===== config.mk =====
export PLATFORM = sky130hd
export DESIGN_NAME = rvx_regfile
export DESIGN_NICKNAME = d
export VERILOG_FILES = /design/src/design/rvx_pkg.sv /design/src/design/rvx_regfile.sv
export SDC_FILE = /design/constraint.sdc
export NUM_CORES = 2
export LEC_CHECK = 0
export ABC_AREA = 0
export CORE_ASPECT_RATIO = 1.25
export CORE_MARGIN = 4
export CORE_UTILIZATION = 40
export DETAILED_ROUTE_END_ITERATION = 10
export DONT_BUFFER_PORTS = 1
export PLACE_DENSITY = 0.63
export SLEW_MARGIN = 5
export SYNTH_ARGS = -nofsm -noshare
export SYNTH_HDL_FRONTEND = slang
export SYNTH_SLANG_ARGS = --single-unit

===== constraint.sdc =====
create_clock -name clk -period 10.8 [get_ports clk]
set_clock_uncertainty 0.15 [all_clocks]
set_input_delay 1.62 -clock clk [delete_from_list [all_inputs] [get_ports clk]]
set_output_delay 1.62 -clock clk [all_outputs]
set_load 0.02 [all_outputs]

===== src/design/rvx_pkg.sv =====
// Shared types and constants of the register machine execute unit
`default_nettype none
package rvx_pkg;

  localparam int unsigned FUNC_W      = 4;
  localparam int unsigned REG_FIELD_W = 6;
  localparam int unsigned VALUE_W     = 32;
  localparam int unsigned INDEX_W     = 32;
  localparam int unsigned FLAG_W      = 2;

  localparam int unsigned DEF_REGISTER_COUNT = 64;
  localparam int unsigned DEF_DATA_WIDTH     = 32;

  typedef enum logic [FUNC_W-1:0] {
    OP_ADD    = 4'd0,
    OP_SUB    = 4'd1,
    OP_MUL    = 4'd2,
    OP_DIV    = 4'd3,
    OP_CMP    = 4'd4,
    OP_COPY   = 4'd5,
    OP_JUMP   = 4'd6,
    OP_LOAD   = 4'd7,
    OP_INPUT  = 4'd8,
    OP_OUTPUT = 4'd9,
    OP_HALT   = 4'd10
  } op_t;

  localparam logic [REG_FIELD_W-1:0] COND_ALWAYS  = 6'd0;
  localparam logic [REG_FIELD_W-1:0] COND_ZERO    = 6'd1;
  localparam logic [REG_FIELD_W-1:0] COND_NZERO   = 6'd2;
  localparam logic [REG_FIELD_W-1:0] COND_POS     = 6'd3;
  localparam logic [REG_FIELD_W-1:0] COND_NEG     = 6'd4;
  localparam logic [REG_FIELD_W-1:0] COND_NNEG    = 6'd5;
  localparam logic [REG_FIELD_W-1:0] COND_NPOS    = 6'd6;

  localparam logic [FLAG_W-1:0] FLAG_ZERO = 2'd0;
  localparam logic [FLAG_W-1:0] FLAG_POS  = 2'd1;
  localparam logic [FLAG_W-1:0] FLAG_NEG  = 2'd2;

  typedef enum logic [1:0] {
    ALU_ADD = 2'd0,
    ALU_SUB = 2'd1,
    ALU_MUL = 2'd2,
    ALU_DIV = 2'd3
  } alu_op_t;

  typedef struct packed {
    logic    start;
    alu_op_t op;
  } alu_req_t;

endpackage
`default_nettype wire


===== src/design/rvx_regfile.sv =====
// Register file memory: one write port, two registered read ports, reset by valid bits
`default_nettype none
module rvx_regfile import rvx_pkg::*; #(
  parameter int unsigned REGISTER_COUNT = DEF_REGISTER_COUNT,
  parameter int unsigned DATA_WIDTH     = DEF_DATA_WIDTH,
  localparam int unsigned IW = (REGISTER_COUNT > 1) ? $clog2(REGISTER_COUNT) : 1
) (
  input  wire logic                  clk,
  input  wire logic                  rst_n,
  input  wire logic                  rd_en,
  input  wire logic [IW-1:0]         rd_addr_a,
  input  wire logic [IW-1:0]         rd_addr_b,
  output logic      [DATA_WIDTH-1:0] rd_data_a,
  output logic      [DATA_WIDTH-1:0] rd_data_b,
  input  wire logic                  wr_en,
  input  wire logic [IW-1:0]         wr_addr,
  input  wire logic [DATA_WIDTH-1:0] wr_data
);

  logic [DATA_WIDTH-1:0]     mem [REGISTER_COUNT];
  logic [REGISTER_COUNT-1:0] written_r;
  logic [DATA_WIDTH-1:0]     da_r, db_r;
  logic                      va_r, vb_r;

  always_ff @(posedge clk) begin
    if (wr_en) begin
      mem[wr_addr] <= wr_data;
    end
    if (rd_en) begin
      da_r <= mem[rd_addr_a];
      db_r <= mem[rd_addr_b];
    end
  end

  always_ff @(posedge clk) begin
    if (!rst_n) begin
      written_r <= '0;
      va_r      <= 1'b0;
      vb_r      <= 1'b0;
    end else begin
      if (wr_en) begin
        written_r[wr_addr] <= 1'b1;
      end
      if (rd_en) begin
        va_r <= written_r[rd_addr_a];
        vb_r <= written_r[rd_addr_b];
      end
    end
  end

  // an entry never written reads as zero
  assign rd_data_a = va_r ? da_r : '0;
  assign rd_data_b = vb_r ? db_r : '0;

endmodule
`default_nettype wire


==> impl_metrics.tcl <==
set metrics [dict create \
    outcome "finished with violations" \
    violations "slew limit" \
    leakagePower_nw 33.0 \
    tns_ps 0 \
    slew_viol_final 622 \
    grt_pass1_wl_um 421000 \
    final_common_cell "edfxtp_1" \
    ios 118 \
    drt-initial-drc-count 6853 \
    cts_sinks 2178 \
    ir_drop_mv 0.122 \
    synthTopCellsByArea "edfxtp_1 64%, mux4_2 30%, dfxtp_1 1.3%" \
    setup_ws_ps 3990 \
    setup_violations 0 \
    grt_pass1_vias 52000 \
    rsz0062_at_grt "false" \
    worstPathRequired_ps 11170 \
    drt-vias-per-instance 6.54 \
    period_needed_ps 6810 \
    die_x_um 453 \
    tightestPinTransition_ps 2540 \
    cap_violations 0 \
    hp-class "reg -> reg" \
    cp-start-kind "input port" \
    io_buffer_count 0 \
    antenna_found_initial 22 \
    synth.avg_cell_area_um2 23.2 \
    htree_levels 4 \
    cts_buffers 209 \
    synth_cell_types 36 \
    start_util_pct 40.2 \
    synth_area_um2 99200 \
    synth_top_area_share_pct 63.9 \
    cts.path.max_buffers 4 \
    ant_nets 0 \
    ys_warn_count 0 \
    post-place-ws_ps 6080 \
    cts_resized 0 \
    clkLatencyLatePin_ps 850 \
    cts_tree "done" \
    final_cell_mix "2112 x edfxtp_1, 1328 x mux4_2, 213 x clkbuf_16" \
    gr-total-overflow 0 \
    power_w 0.0178 \
    relSlewSlack_pct -69.0 \
    drt_wl_total_um 305000 \
    yosysSeqAreaShare_pct 65.2 \
    grt_util_all_layers_pct 23.7 \
    coreArea_um2 247000 \
    drt_pass1_iterations 6 \
    syn_inst 4282 \
    clk_pin_slew_ps 70 \
    place_congestion 0.787 \
    cts_hold_buffers 0 \
    pwr_density_cell_nw_per_um2 163 \
    hold_viol 0 \
    critical_path_class "in -> reg" \
    drc 0 \
    grt_max_degree 529 \
    syn2layout_area_growth_pct 10.6 \
    clock.fmax_ghz 0.147 \
    row_count 204 \
    vias 50500 \
    wl_per_cell_um 39.6 \
    min_period_over_period_pct 63.1 \
    cp.arrival_ps 7180 \
    yosysTopAreaCell "edfxtp_1" \
    ys_seq_elements 2178 \
    crit_fanout 162 \
    die_area_um2 256000 \
    dp.final_hpwl_um 151000 \
    fin_nets 4287 \
    die_height_um 565 \
    end_kind "register" \
    synth_nets 4336 \
    drive_gt1_share_pct 40.3 \
    post_cts_buffers 0 \
    cts_root_buf "clkbuf_16" \
    whs_ps 335 \
]
[power by group]
group | total [W] | internal (W) | switching, W
clock | 0.00740 | 0.00416 | 0.00324
combinational | 0.00101 | 0.000621 | 0.000389
sequential | 0.00943 | 0.00935 | 0.0000812
total | 0.0178 | 0.0141 | 0.00371
[logic make-up after synthesis]
| logic type | share of synthesized area, % |
|---|---|
| AND/OR/NAND/NOR | 1.13 |
| multiplexers | 31.1 |
| buffers and inverters | 1.60 |
| flip-flops | 65.2 |
| AO/OA/AOI/OAI | 0.884 |
[state kept, by name, summed over array words and instances, names as in the netlist]
signal / count
db_r: 32
mem: 2048
vb_r: 1
da_r: 32
va_r: 1
written_r: 64
[cells in the mapped netlist (all sizes together)]
| cell | count |
|---|---|
| o21ai | 2 |
| or2 | 1 |
| nand4 | 3 |
| nand2b | 7 |
| a21o | 2 |
| a311o | 3 |
| nor4b | 1 |
| a211o | 5 |
| clkinv | 1 |
| nor4 | 3 |
| nand3b | 2 |
| o31ai | 1 |
| and2 | 64 |
| or3 | 1 |
| mux2i | 97 |
| nor2b | 29 |
| clkbuf | 149 |
| buf | 191 |
| mux4 | 1328 |
| nor3 | 7 |
| edfxtp | 2112 |
| a31oi | 10 |
| nand2 | 25 |
| a21oi | 3 |
| mux2 | 2 |
| a22o | 2 |
| o22ai | 6 |
| nor2 | 65 |
| a211oi | 19 |
| dfxtp | 66 |
| a22oi | 2 |
| nand3 | 9 |
| o21a | 64 |
[per-stage QoR]
step | cells | util [%] | area (µm²)
final | 7711 | 44.4 | 110000
after CTS | 7683 | 44.3 | 109000
after detailed placement | 7309 | 41.6 | 103000
after global placement | 7309 | 41.6 | 103000
after global routing | 7707 | 44.4 | 110000
after floorplan | 4282 | - | 99200
[path summary, 6_finish.rpt]
check,from,to,cells after the start,slack (ps)
worst min register to register,written_r[6]$_SDFFE_PN0P_,written_r[6]$_SDFFE_PN0P_,1,330
worst max-delay path,rd_addr_b[0],db_r[0]$_DFFE_PP_,9,3990
worst min-delay path,written_r[6]$_SDFFE_PN0P_,written_r[6]$_SDFFE_PN0P_,1,330
worst max register to register,mem[5][0]$_DFFE_PP_,db_r[0]$_DFFE_PP_,5,7910
[area by class of cell]
type	instances	area, µm²
fillers	20600	137000
flip-flops and latches	2178	64700
multi-input cells	1763	33400
clock buffers	262	5550
well taps	3296	4120
clock inverters	112	1150
repair buffers	80	781
diodes	19	47.5
inverters	1	3.75
[metal layers]
metal  vias to the layer above  track usage, %  share of wire [%]
met5                         -               0              0.041
met4                        18            12.0                5.9
met3                       655            4.12                8.2
met2                      2765            40.1                 51
met1                     27900            29.4                 35
li1                      19100               -                  -
[critical path, cell delays in order]
cell      delay [ps]
buf_16           680
buf_16           890
buf_16           740
buf_16           590
mux4_2           600
mux4_2           490
nor2b_1          150
a211oi_1         640
a31oi_1          220
No activity file was read; power rests on OpenSTA's default activity.
