===== src/design/rvx_pkg.sv =====
// Shared types and constants of the register machine execute unit
`default_nettype none
package rvx_pkg;

  localparam int unsigned FUNC_W      = 4;
  localparam int unsigned REG_FIELD_W = 6;
  localparam int unsigned VALUE_W     = 32;
  localparam int unsigned INDEX_W     = 32;
  localparam int unsigned FLAG_W      = 2;

  localparam int unsigned DEF_REGISTER_COUNT = 64;
  localparam int unsigned DEF_DATA_WIDTH     = 32;

  typedef enum logic [FUNC_W-1:0] {
    OP_ADD    = 4'd0,
    OP_SUB    = 4'd1,
    OP_MUL    = 4'd2,
    OP_DIV    = 4'd3,
    OP_CMP    = 4'd4,
    OP_COPY   = 4'd5,
    OP_JUMP   = 4'd6,
    OP_LOAD   = 4'd7,
    OP_INPUT  = 4'd8,
    OP_OUTPUT = 4'd9,
    OP_HALT   = 4'd10
  } op_t;

  localparam logic [REG_FIELD_W-1:0] COND_ALWAYS  = 6'd0;
  localparam logic [REG_FIELD_W-1:0] COND_ZERO    = 6'd1;
  localparam logic [REG_FIELD_W-1:0] COND_NZERO   = 6'd2;
  localparam logic [REG_FIELD_W-1:0] COND_POS     = 6'd3;
  localparam logic [REG_FIELD_W-1:0] COND_NEG     = 6'd4;
  localparam logic [REG_FIELD_W-1:0] COND_NNEG    = 6'd5;
  localparam logic [REG_FIELD_W-1:0] COND_NPOS    = 6'd6;

  localparam logic [FLAG_W-1:0] FLAG_ZERO = 2'd0;
  localparam logic [FLAG_W-1:0] FLAG_POS  = 2'd1;
  localparam logic [FLAG_W-1:0] FLAG_NEG  = 2'd2;

  typedef enum logic [1:0] {
    ALU_ADD = 2'd0,
    ALU_SUB = 2'd1,
    ALU_MUL = 2'd2,
    ALU_DIV = 2'd3
  } alu_op_t;

  typedef struct packed {
    logic    start;
    alu_op_t op;
  } alu_req_t;

endpackage
`default_nettype wire


===== src/design/rvx_alu.sv =====
// Serial ALU: bit-serial add/subtract, shift-add multiply, restoring divide
`default_nettype none
module rvx_alu import rvx_pkg::*; #(
  parameter int unsigned DATA_WIDTH = DEF_DATA_WIDTH
) (
  input  wire logic                  clk,
  input  wire logic                  rst_n,
  input  wire alu_req_t              req,
  input  wire logic [DATA_WIDTH-1:0] a,
  input  wire logic [DATA_WIDTH-1:0] b,
  output logic                       done,
  output logic      [DATA_WIDTH-1:0] res,
  output logic      [DATA_WIDTH-1:0] rem
);

  localparam int unsigned CW = $clog2(DATA_WIDTH);

  typedef enum logic [1:0] {A_IDLE, A_RUN, A_FIX, A_DONE} astate_t;

  astate_t               state_r, state_nxt;
  alu_op_t               op_r, op_nxt;
  logic [CW-1:0]         cnt_r, cnt_nxt;
  logic [DATA_WIDTH-1:0] x_r, x_nxt, y_r, y_nxt, z_r, z_nxt;
  logic                  c_r, c_nxt, negq_r, negq_nxt, negr_r, negr_nxt;
  logic [DATA_WIDTH:0]   trial;
  logic                  sbit;

  always_comb begin
    state_nxt = state_r;
    op_nxt    = op_r;
    cnt_nxt   = cnt_r;
    x_nxt     = x_r;
    y_nxt     = y_r;
    z_nxt     = z_r;
    c_nxt     = c_r;
    negq_nxt  = negq_r;
    negr_nxt  = negr_r;
    trial     = {z_r, x_r[DATA_WIDTH-1]} - {1'b0, y_r};
    sbit      = x_r[0] ^ y_r[0] ^ c_r;
    case (state_r)
      A_IDLE: begin
        if (req.start) begin
          op_nxt    = req.op;
          cnt_nxt   = CW'(DATA_WIDTH - 1);
          z_nxt     = '0;
          x_nxt     = a;
          y_nxt     = b;
          c_nxt     = 1'b0;
          state_nxt = A_RUN;
          case (req.op)
            ALU_SUB: begin
              y_nxt = ~b;
              c_nxt = 1'b1;
            end
            ALU_DIV: begin
              x_nxt    = a[DATA_WIDTH-1] ? (~a + 1'b1) : a;
              y_nxt    = b[DATA_WIDTH-1] ? (~b + 1'b1) : b;
              negq_nxt = a[DATA_WIDTH-1] ^ b[DATA_WIDTH-1];
              negr_nxt = a[DATA_WIDTH-1];
            end
            default: ;
          endcase
        end
      end
      A_RUN: begin
        case (op_r)
          ALU_ADD, ALU_SUB: begin
            // LSB first: sum bit into the top of the result shifter
            c_nxt = (x_r[0] & y_r[0]) | (x_r[0] & c_r) | (y_r[0] & c_r);
            x_nxt = x_r >> 1;
            y_nxt = y_r >> 1;
            z_nxt = {sbit, z_r[DATA_WIDTH-1:1]};
          end
          ALU_MUL: begin
            if (y_r[0]) begin
              z_nxt = z_r + x_r;
            end
            x_nxt = x_r << 1;
            y_nxt = y_r >> 1;
          end
          default: begin
            // one quotient bit per cycle
            if (!trial[DATA_WIDTH]) begin
              z_nxt = trial[DATA_WIDTH-1:0];
            end else begin
              z_nxt = {z_r[DATA_WIDTH-2:0], x_r[DATA_WIDTH-1]};
            end
            x_nxt = {x_r[DATA_WIDTH-2:0], ~trial[DATA_WIDTH]};
          end
        endcase
        if (cnt_r == '0) begin
          state_nxt = A_FIX;
        end else begin
          cnt_nxt = cnt_r - 1'b1;
        end
      end
      A_FIX: begin
        if (op_r == ALU_DIV) begin
          z_nxt = negq_r ? (~x_r + 1'b1) : x_r;
          x_nxt = negr_r ? (~z_r + 1'b1) : z_r;
        end
        state_nxt = A_DONE;
      end
      A_DONE: state_nxt = A_IDLE;
      default: state_nxt = A_IDLE;
    endcase
  end

  always_ff @(posedge clk) begin
    if (!rst_n) begin
      state_r <= A_IDLE;
    end else begin
      state_r <= state_nxt;
    end
    op_r   <= op_nxt;
    cnt_r  <= cnt_nxt;
    x_r    <= x_nxt;
    y_r    <= y_nxt;
    z_r    <= z_nxt;
    c_r    <= c_nxt;
    negq_r <= negq_nxt;
    negr_r <= negr_nxt;
  end

  assign done = (state_r == A_DONE);
  assign res  = z_r;
  assign rem  = x_r;

endmodule
`default_nettype wire


===== config.mk =====
export PLATFORM = sky130hd
export DESIGN_NAME = rvx_alu
export DESIGN_NICKNAME = d
export VERILOG_FILES = /design/src/design/rvx_pkg.sv /design/src/design/rvx_alu.sv
export SDC_FILE = /design/constraint.sdc
export NUM_CORES = 1
export LEC_CHECK = 0
export BUFFER_PORTS_ARGS = -buffer_cell sky130_fd_sc_hd__buf_2
export CAP_MARGIN = 30
export CORE_MARGIN = 2
export CORE_UTILIZATION = 35
export CTS_CLUSTER_SIZE = 30
export DETAILED_ROUTE_END_ITERATION = 6
export GPL_TIMING_DRIVEN = 0
export RECOVER_POWER = 50
export SLEW_MARGIN = 20
export SYNTH_ARGS = -nofsm -noshare
export SYNTH_HDL_FRONTEND = slang
export SYNTH_SLANG_ARGS = --single-unit
export TNS_END_PERCENT = 5

===== constraint.sdc =====
create_clock -name clk -period 6.3 [get_ports clk]
set_clock_uncertainty 0.05 [all_clocks]
set_input_delay 1.26 -clock clk [delete_from_list [all_inputs] [get_ports clk]]
set_output_delay 1.26 -clock clk [all_outputs]
set_load 0.005 [all_outputs]

==> impl_metrics.env, run 1 <==
export IMPL_status="completed"
export IMPL_post_route_period_util=0.706
export IMPL_synth_area_leaders="edfxtp_1, ha_1, xnor2_1"
export IMPL_post_cts_buffers=0
export IMPL_hold_viol_final=0
export IMPL_cts_buffers=9
export IMPL_worst_pin_slew_ns=0.922
export IMPL_clockRootBuffer="clkbuf_16"
export IMPL_setup_viol=0
export IMPL_fin_util=0.400
export IMPL_clock_latency_ns=0.37
export IMPL_pre_cts_ws_ns=1.73
export IMPL_drive_above_1_share=0.110
export IMPL_ys_warn_count=0
export IMPL_ys_flop_type="edfxtp_1"
export IMPL_via_count=12609
export IMPL_powerDensity_mw_per_mm2=660
export IMPL_totalWireLength_mm=46.6
export IMPL_fin_ws_ns=1.85
export IMPL_arrival_ns=4.52
export IMPL_htreeDepth=3
export IMPL_dpl_cell_count=2095
export IMPL_cts_tree="built"
export IMPL_routabilityCongestion=0.973
export IMPL_synth_top_cell_by_area="edfxtp_1"
export IMPL_p_leak_nw=5.32
export IMPL_die_y_microns=191
export IMPL_synth_cells=1504
export IMPL_r2r_setup_slack_ns=1.85
export IMPL_antenna_found_initial=0
export IMPL_die_area_sq_mm=0.0363
export IMPL_cp_end_kind="flop"
export IMPL_n_antenna_cell=0
export IMPL_syn_num_nets=1649
export IMPL_syn_avg_cell_area_sq_um=8.09
export IMPL_ioPinCount=134
export IMPL_drt_iter0_drc=1263
export IMPL_timing_setup_tns_ns=0
export IMPL_grt_pass1_vias=11871
export IMPL_overflow=0
export IMPL_rsz0062_at_grt="no"
export IMPL_avgRoutedWirePerCell_microns=22.1
export IMPL_port_buffers=132
export IMPL_ctsHoldBuffers=0
export IMPL_ys_types=77
export IMPL_route_detailed_drc=0
export IMPL_ant_nets=0
export IMPL_worstSetupStartpointType="flop"
export IMPL_syn_to_final_growth_pct=13.0
export IMPL_layout_min_cycle_time_ns=4.45
export IMPL_ys_ff_latch=108
export IMPL_grt_pass1_wl_mm=69.5
export IMPL_slew_headroom=0.377
export IMPL_seq_area_frac_synth=0.265
export IMPL_final_cells=2112
export IMPL_hpwl_mm=36.7
export IMPL_dr_pass1_iters=6
export IMPL_initial_core_util=0.354
export IMPL_nets=1797
export IMPL_syn_area_sq_mm=0.0122
export IMPL_hp_class="flop to flop"
export IMPL_grt_use_total=0.249
export IMPL_synth_edf_count=106
export IMPL_clk_pin_slew_worst_paths_ns=0.09
export IMPL_final_max_slew_viol_count=0
export IMPL_die_w_microns=191
export IMPL_grt_max_degree=24
export IMPL_ir_worst_vdd_mv=0.245
export IMPL_clock_sinks=108
export IMPL_synth_top_area_share=0.261
export IMPL_ctsLongestPathBuffers=2
export IMPL_cts_resized_gates=0
export IMPL_rows=68
export IMPL_max_cap_violations=0
export IMPL_worstSetupPathType="flop to flop"
export IMPL_crit_required_ns=6.37
export IMPL_finalPower_mw=9.09
export IMPL_fmax_ghz=0.225
export IMPL_via_per_inst=5.97
export IMPL_coreArea_sq_mm=0.0344
export IMPL_worstPathMaxFanout=10
export IMPL_async_flop_share=0
-- area by class of cell --
cell class / count / area (sq um)
clock buffer: 9 / 225
clock inverter: 7 / 106
timing repair buffer: 137 / 674
multi-input combinational: 1253 / 8380
sequential: 108 / 3220
buffer: 83 / 355
tap: 455 / 569
inverter: 60 / 225
fill: 3606 / 20600
-- sequential cells by signal (all words and copies together) (netlist names) --
signal / flops
res: 32
negr_r: 1
state_r: 2
cnt_r: 5
c_r: 1
negq_r: 1
rem: 32
op_r: 2
y_r: 32
-- critical path, stage by stage, from the launching register on --
cell and delay (ns):
edfxtp_1 0.51, inv_1 0.19, ha_1 0.28, fa_1 0.38
nand2b_1 0.20, a21oi_1 0.26, o21ai_1 0.22, a2111oi_4 0.43
nor4b_1 0.13, a211oi_1 0.32, buf_2 0.37, mux2i_1 0.42
mux2i_1 0.14, a221o_1 0.32
-- report_power, final --
group          total [mW]  switching, mW  internal (mW)
registers            2.24          0.850           1.39
clock network       0.655          0.330          0.324
logic                6.19           3.81           2.39
-- layer usage --
layer  routed length [microns]  GRT usage  share of wire  up-vias
met1                     19900      0.330           0.43     6024
met5                         0          0              0        -
met3                      3650     0.0407          0.078       91
met4                      1830     0.0981          0.039        0
li1                          -          -              -     5918
met2                     21300      0.406           0.46      576
-- cells in the final DEF, fill, tap and decap left out, types with 29 or more instances in the layout --
cell type and instances:
nor2_1 132, nand3_1 30, a21oi_1 120, xnor2_1 92, buf_2 105, nor3_1 38
mux2_2 35, a22oi_1 29, nand2_1 152, inv_1 59, xor2_1 68, edfxtp_1 106
o21ai_0 113, ha_1 73, clkbuf_1 99
-- synthesized netlist by cell type, drive strengths merged (17+ instances only) --
master  number
nand2      152
nand2b      19
nand3       30
xnor2       92
inv         59
buf         22
a22oi       29
a211oi      20
o21ai      124
mux2        35
a31oi       17
a21o        27
or4         18
nor3        38
nor2       132
edfxtp     106
xor2        68
o31ai       26
clkbuf      61
o41ai       17
ha          73
a21oi      123
-- logic make-up (layout without fill, tap and decap cells) --
logic type	Yosys count	in the layout	synth area share
compound gates	490	490	0.262
simple gates	480	480	0.188
xor+xnor	160	160	0.115
buf+inv	143	296	0.0477
flops	108	108	0.265
fa+ha+maj	76	76	0.0800
mux	47	47	0.0422
-- path summary, 6_finish.rpt --
kind / depth (start not counted) / from / endpoint
max reg2reg: 13 / rem[31]$_DFFE_PP_ / res[14]$_DFFE_PP_
min reg2reg: 2 / y_r[27]$_DFFE_PP_ / y_r[26]$_DFFE_PP_
max: 13 / rem[31]$_DFFE_PP_ / res[14]$_DFFE_PP_
min: 2 / y_r[27]$_DFFE_PP_ / y_r[26]$_DFFE_PP_
-- through the flow --
stage	cell area, sq um	hold slack (ns)
after floorplan	12200	0.472
after global placement	13400	0.484
after detailed placement	13500	0.500
after CTS	13800	0.522
after global routing	13800	0.549
final	13800	0.517
No activity file was read; power rests on OpenSTA's default activity.
==> run 2: changes to the inputs <==
- ABC_AREA: unset -> 1
- clock period: 6.3 -> 4.5 ns (I/O delays scaled with it)
==> run 2 against run 1 <==
Compared with the run above: the run now ends with max-capacitance violations, max-slew violations left; clock-buffer cell count stayed put; first-iteration DRC count is 27% higher; utilization is 0.41 points lower; hold slack better by 0.0035 ns; critical path depth is 6 lower; global-route usage is 3.4 points higher; synthesized cell count is 60% higher; setup slack worse by 0.95 ns; non-clock buffer count is 20 lower; highest routed layer unchanged.
==> impl_metrics.env, run 2 <==
export IMPL_status="finished, violations left"
export IMPL_violations="max-capacitance violations, max-slew violations"
export IMPL_worstPathMaxFanout=29
export IMPL_cts_tree="built"
export IMPL_hold_viol_final=0
export IMPL_grt_use_total=0.283
export IMPL_worstSetupPathType="flop to flop"
export IMPL_max_stage_delay_ns=1.16
export IMPL_htreeDepth=3
export IMPL_timing_setup_tns_ns=0
export IMPL_grt_pass1_wl_mm=88.7
export IMPL_overflow=0
export IMPL_clk_pin_slew_worst_paths_ns=0.09
export IMPL_p_leak_nw=7.94
export IMPL_hp_class="flop to flop"
export IMPL_hpwl_mm=50.1
export IMPL_syn_avg_cell_area_sq_um=5.89
export IMPL_ctsHoldBuffers=0
export IMPL_ys_warn_count=0
export IMPL_syn_area_sq_mm=0.0142
export IMPL_clock_sinks=108
export IMPL_syn_num_nets=2550
export IMPL_design_area_sq_mm=0.0158
export IMPL_rsz0062_at_grt="no"
export IMPL_arrival_ns=3.55
export IMPL_ioPinCount=134
export IMPL_die_w_microns=205
export IMPL_via_count=16334
export IMPL_synth_most_common_cell="nand2_1"
export IMPL_dpl_cell_area_sq_mm=0.0156
export IMPL_p_sw_mw=8.36
export IMPL_ctsLongestPathBuffers=2
export IMPL_sw_frac_of_total=0.599
export IMPL_cts_buffers=9
export IMPL_drt_iter0_drc=1601
export IMPL_ys_types=49
export IMPL_crit_chain="inv_1 -> ha_1 -> clkinv_1 -> clkbuf_1 -> nor2_1 -> nor2_1 -> clkbuf_1"
export IMPL_final_cells=3083
export IMPL_post_cts_buffers=0
export IMPL_grt_max_degree=30
export IMPL_layout_min_cycle_time_ns=3.60
export IMPL_power_internal_mw=5.59
export IMPL_async_flop_share=0
export IMPL_ir_worst_vdd_mv=0.327
export IMPL_coreArea_sq_mm=0.0398
export IMPL_crit_slowest_cell="clkbuf_1"
export IMPL_port_buffers=132
export IMPL_max_cap_violations=1
export IMPL_syn_to_final_growth_pct=11.3
export IMPL_dpl_cell_count=3066
export IMPL_synth_edf_count=106
export IMPL_worst_pin_slew_ns=1.55
export IMPL_synth_top_cell_by_area="edfxtp_1"
export IMPL_route_detailed_drc=0
export IMPL_finalPower_mw=13.9
export IMPL_layout_common_cells="nand2_1, inv_1, nand3_1"
export IMPL_cts_resized_gates=0
export IMPL_mostFrequentLayoutCell="nand2_1"
export IMPL_fmax_ghz=0.278
export IMPL_powerDensity_mw_per_mm2=884
export IMPL_setup_viol=0
export IMPL_ys_flop_type="edfxtp_1"
export IMPL_crit_required_ns=4.45
export IMPL_seq_area_frac_synth=0.227
export IMPL_die_y_microns=205
export IMPL_power_share_clock=0.066
export IMPL_die_area_sq_mm=0.0421
export IMPL_synth_area_leaders="edfxtp_1, nand2_1, inv_1"
export IMPL_slew_headroom=-0.0346
export IMPL_dr_pass1_iters=6
export IMPL_ys_ff_latch=108
export IMPL_routabilityCongestion=0.947
export IMPL_via_per_inst=5.30
export IMPL_initial_core_util=0.356
export IMPL_synth_top_area_share=0.225
export IMPL_drive_above_1_share=0.0653
export IMPL_totalWireLength_mm=59.8
export IMPL_post_route_period_util=0.800
export IMPL_combPwrFrac=0.726
export IMPL_antenna_found_initial=0
export IMPL_synth_cells=2405
export IMPL_cp_end_kind="flop"
export IMPL_final_max_slew_viol_count=30
export IMPL_avgRoutedWirePerCell_microns=19.4
export IMPL_grt_pass1_vias=14775
export IMPL_clock_latency_ns=0.40
export IMPL_ant_nets=0
export IMPL_worstSetupStartpointType="flop"
export IMPL_synthTopCellsByCount="nand2_1, inv_1, nand3_1"
export IMPL_fin_util=0.396
export IMPL_rows=73
export IMPL_clockRootBuffer="clkbuf_16"
export IMPL_nets=2697
export IMPL_p_seq_frac=0.208
==> run 2: cell types whose count changed in the layout (fill, tap and decap cells not counted), moves of 19 or more <==
| cell | before | now |
|---|---|---|
| nand2_1 | 152 | 778 |
| inv_1 | 59 | 418 |
| nand3_1 | 30 | 212 |
| xnor2_1 | 92 | 26 |
| nor2_1 | 132 | 193 |
| xor2_1 | 68 | 23 |
| mux2_2 | 35 | 0 |
| a21oi_1 | 120 | 154 |
| a21o_1 | 27 | 2 |
| a221oi_1 | 3 | 22 |
| a22oi_1 | 29 | 10 |
| nand2b_1 | 19 | 0 |
==> run 2: worst max-delay path, delay by kind of cell (launching register included) <==
kind	cells	cell delay (ns)
buf+inv	4	2.06
simple gates	2	0.48
flops	1	0.39
fa+ha+maj	1	0.20
==> run 2: worst paths after layout <==
path | start | endpoint | slack (ns) | depth (start not counted)
worst max register to register | state_r[1]$_SDFFE_PN0P_ | y_r[26]$_DFFE_PP_ | 0.90 | 7
worst min register to register | cnt_r[0]$_SDFFCE_PN1P_ | cnt_r[0]$_SDFFCE_PN1P_ | 0.52 | 1
worst max-delay path | state_r[1]$_SDFFE_PN0P_ | y_r[26]$_DFFE_PP_ | 0.90 | 7
worst min-delay path | cnt_r[0]$_SDFFCE_PN1P_ | cnt_r[0]$_SDFFCE_PN1P_ | 0.52 | 1
==> run 2: layer usage <==
layer  GRT usage  vias to the layer above  wire length [microns]
met3      0.0489                       84                   4310
met5           0                        -                      0
met4      0.0876                        0                   1630
met1       0.392                     7529                  27600
li1            -                     8096                      -
met2       0.448                      625                  26300
==> run 2: kinds of logic (layout without fill, tap and decap cells) <==
family,after synthesis,count (layout),share of synthesized area
adder cells (fa/ha/maj),76,76,0.0687
XOR/XNOR,49,49,0.0303
flip-flops,108,108,0.227
other,0,1,0
AO/OA/AOI/OAI,378,378,0.154
AND/OR/NAND/NOR,1303,1303,0.386
buffers and inverters,491,643,0.134
==> run 2: area by class of cell <==
class / count / area [sq um]
clock buffers: 9 / 225
multi-input cells: 1806 / 9060
flip-flops and latches: 108 / 3220
diodes: 1 / 2.50
fillers: 4577 / 24000
plain buffers: 64 / 289
inverters: 427 / 1600
repair buffers: 136 / 642
clock inverters: 7 / 82.6
well taps: 525 / 657
==> run 2: per-stage QoR <==
stage	setup WS [ns]	hold WS (ns)
global placement	-0.651	0.487
detailed placement	1.11	0.501
floorplan	0.686	0.467
global route	0.653	0.543
finish	0.899	0.521
CTS	1.11	0.523
==> run 2: power by group through the flow <==
stage          combinational (mW)  clock, mW  sequential (mW)
3_5_place_dp                 10.1          0             2.91
5_1_grt                      11.3      0.959             2.95
3_3_place_gp                 9.91          0             2.93
6_report                     10.1      0.919             2.90
2_1_floorplan                6.93          0             2.45
4_1_cts                      10.1      0.929             2.88
==> run 3: changes to the inputs <==
- ABC_AREA: 1 -> 0
- clock period: 4.5 -> 3.52 ns (I/O delays scaled with it)
==> run 3 against run 2 <==
Compared with the run above: the run ends with negative setup slack left; register-to-register slack worse by 1.0 ns; final cell count is 29% lower; cell area is 7.3% lower; non-clock buffer count is 83 higher; utilization is 2.9 points higher; global-route usage is 2.6 points lower; routed wire length is 19% lower; total power is 28% higher; sequential power is 28% higher; die area is 14% lower; clock power is 25% higher; first-iteration DRC count is 20% lower; critical path type unchanged; highest routed layer unchanged.
==> impl_metrics.env, run 3 (synthesis results as in run 1) <==
export IMPL_ctsHoldBuffers=0
export IMPL_timing_setup_tns_ns=-1.71
export IMPL_dr_pass1_iters=5
export IMPL_ctsLongestPathBuffers=2
export IMPL_rows=68
export IMPL_die_area_sq_mm=0.0363
export IMPL_crit_slowest_cell="edfxtp_1"
export IMPL_port_buffers=132
export IMPL_fin_util=0.426
export IMPL_final_fill_count=3578
export IMPL_cp_num_buf_inv=3
export IMPL_drt_iter0_drc=1278
export IMPL_p_seq_frac=0.207
export IMPL_max_stage_delay_ns=0.49
export IMPL_avgRoutedWirePerCell_microns=22.2
export IMPL_worstSetupPathType="flop to flop"
export IMPL_antenna_found_initial=0
export IMPL_overflow=0
export IMPL_hpwl_mm=36.7
export IMPL_p_sw_mw=9.60
export IMPL_clockRootBuffer="clkbuf_16"
export IMPL_grt_max_degree=25
export IMPL_grt_use_total=0.257
export IMPL_ant_nets=0
export IMPL_cp_end_kind="flop"
export IMPL_htreeDepth=3
export IMPL_post_route_period_util=1.03
export IMPL_violations="negative setup slack"
export IMPL_ir_worst_vdd_mv=0.518
export IMPL_cts_tree="built"
export IMPL_clk_pin_slew_worst_paths_ns=0.09
export IMPL_nets=1860
export IMPL_crit_required_ns=3.58
export IMPL_clock_sinks=108
export IMPL_worstSetupStartpointType="flop"
export IMPL_syn_to_final_growth_pct=20.1
export IMPL_rsz0062_at_grt="yes"
export IMPL_hold_viol_final=0
export IMPL_setup_viol=38
export IMPL_route_detailed_drc=0
export IMPL_layout_min_cycle_time_ns=3.64
export IMPL_sw_frac_of_total=0.536
export IMPL_crit_chain="ha_1 -> buf_6 -> buf_4 -> nand3_1 -> o21ai_2 -> a221o_1 -> or2_4 -> a211oi_4 -> buf_6 -> mux2i_4 -> mux2i_1 -> a221o_1"
export IMPL_combPwrFrac=0.729
export IMPL_grt_pass1_wl_mm=70.5
export IMPL_hp_class="flop to flop"
export IMPL_power_internal_mw=8.30
export IMPL_slew_headroom=0.452
export IMPL_status="finished, violations left"
export IMPL_worstPathMaxFanout=5
export IMPL_drive_above_1_share=0.173
export IMPL_die_w_microns=191
export IMPL_via_count=12891
export IMPL_grt_pass1_vias=11983
export IMPL_mostFrequentLayoutCell="nand2_1"
export IMPL_layout_common_cells="nand2_1, nor2_1, buf_2"
export IMPL_worst_pin_slew_ns=0.821
export IMPL_powerDensity_mw_per_mm2=1220
export IMPL_initial_core_util=0.354
export IMPL_design_area_sq_mm=0.0146
export IMPL_finalPower_mw=17.9
export IMPL_final_max_slew_viol_count=0
export IMPL_coreArea_sq_mm=0.0344
export IMPL_fin_ws_ns=-0.120
export IMPL_dpl_cell_area_sq_mm=0.0135
export IMPL_fmax_ghz=0.275
export IMPL_via_per_inst=5.92
export IMPL_max_cap_violations=0
export IMPL_power_share_clock=0.064
export IMPL_totalWireLength_mm=48.3
export IMPL_die_y_microns=191
export IMPL_routabilityCongestion=0.945
export IMPL_p_leak_nw=5.70
export IMPL_cts_buffers=9
export IMPL_ioPinCount=134
export IMPL_arrival_ns=3.70
export IMPL_clock_latency_ns=0.37
export IMPL_cp_top_family="compound AO/OA/AOI/OAI gates"
==> run 3: cell count changes in the layout (fill, tap and decap cells not counted), sizes merged, moves of 35 or more <==
cell   delta
xor2     +45
nand2   -637
xnor2    +66
inv     -365
nand3   -182
mux2     +35
nor2     -68
a21oi    -38
buf      +67
==> run 3: repair_timing <==
action,4_1_cts,5_1_grt
endpoints found under the setup margin,33,60
cloned,1,0
pin swaps,14,21
setup buffers,28,35
resized for setup,49,39
hold endpoints to repair,0,0
==> run 3: routing by layer <==
metal,routed length [microns],vias up,track usage
met2,21400,601,0.396
met1,20100,6137,0.335
met5,0,-,0
li1,-,6038,-
met3,4150,115,0.0451
met4,2650,0,0.157
==> run 3: final cells by class <==
type	instances	area (sq um)	area share
clock buffers	9	225	0.0154
flip-flops and latches	108	3220	0.220
diodes	1	2.50	0.000171
clock inverters	7	106	0.00727
multi-input cells	1253	8750	0.598
inverters	60	225	0.0154
repair buffers	200	1120	0.0768
well taps	455	569	0.0389
plain buffers	83	400	0.0274
==> run 3: worst reg2reg max path, cell delays in order, from the launching register on <==
cell      delay (ns)
edfxtp_1        0.49
ha_1            0.33
buf_6           0.12
buf_4           0.13
nand3_1         0.22
o21ai_2         0.12
a221o_1         0.41
or2_4           0.29
a211oi_4        0.34
buf_6           0.21
mux2i_4         0.27
mux2i_1         0.10
a221o_1         0.31
==> run 3: final timing paths <==
| path | slack [ns] | cells after the start | to | start |
|---|---|---|---|---|
| setup / recovery | -0.12 | 12 | res[14]$_DFFE_PP_ | res[19]$_DFFE_PP_ |
| hold / removal | 0.51 | 2 | y_r[30]$_DFFE_PP_ | y_r[31]$_SDFFCE_PP0P_ |
| setup reg to reg | -0.12 | 12 | res[14]$_DFFE_PP_ | res[19]$_DFFE_PP_ |
| hold reg to reg | 0.51 | 2 | y_r[30]$_DFFE_PP_ | y_r[31]$_SDFFCE_PP0P_ |
==> run 3: stage by stage <==
| step | setup slack [ns] | cells | hold slack [ns] |
|---|---|---|---|
| after CTS | -0.0676 | 2140 | 0.503 |
| after floorplan | 0.169 | 1504 | 0.472 |
| after detailed placement | -0.805 | 2095 | 0.494 |
| after global placement | -1.29 | 2091 | 0.487 |
| final | -0.120 | 2176 | 0.511 |
| after global routing | -0.195 | 2175 | 0.518 |
==> run 3: power groups by stage <==
stage,logic [mW],registers (mW),clock network (mW)
final,13.0,3.71,1.15
after global routing,14.1,3.72,1.20
after CTS,12.2,3.69,1.16
after detailed placement,10.9,3.95,0
after global placement,10.6,4.00,0
after floorplan,7.78,3.24,0
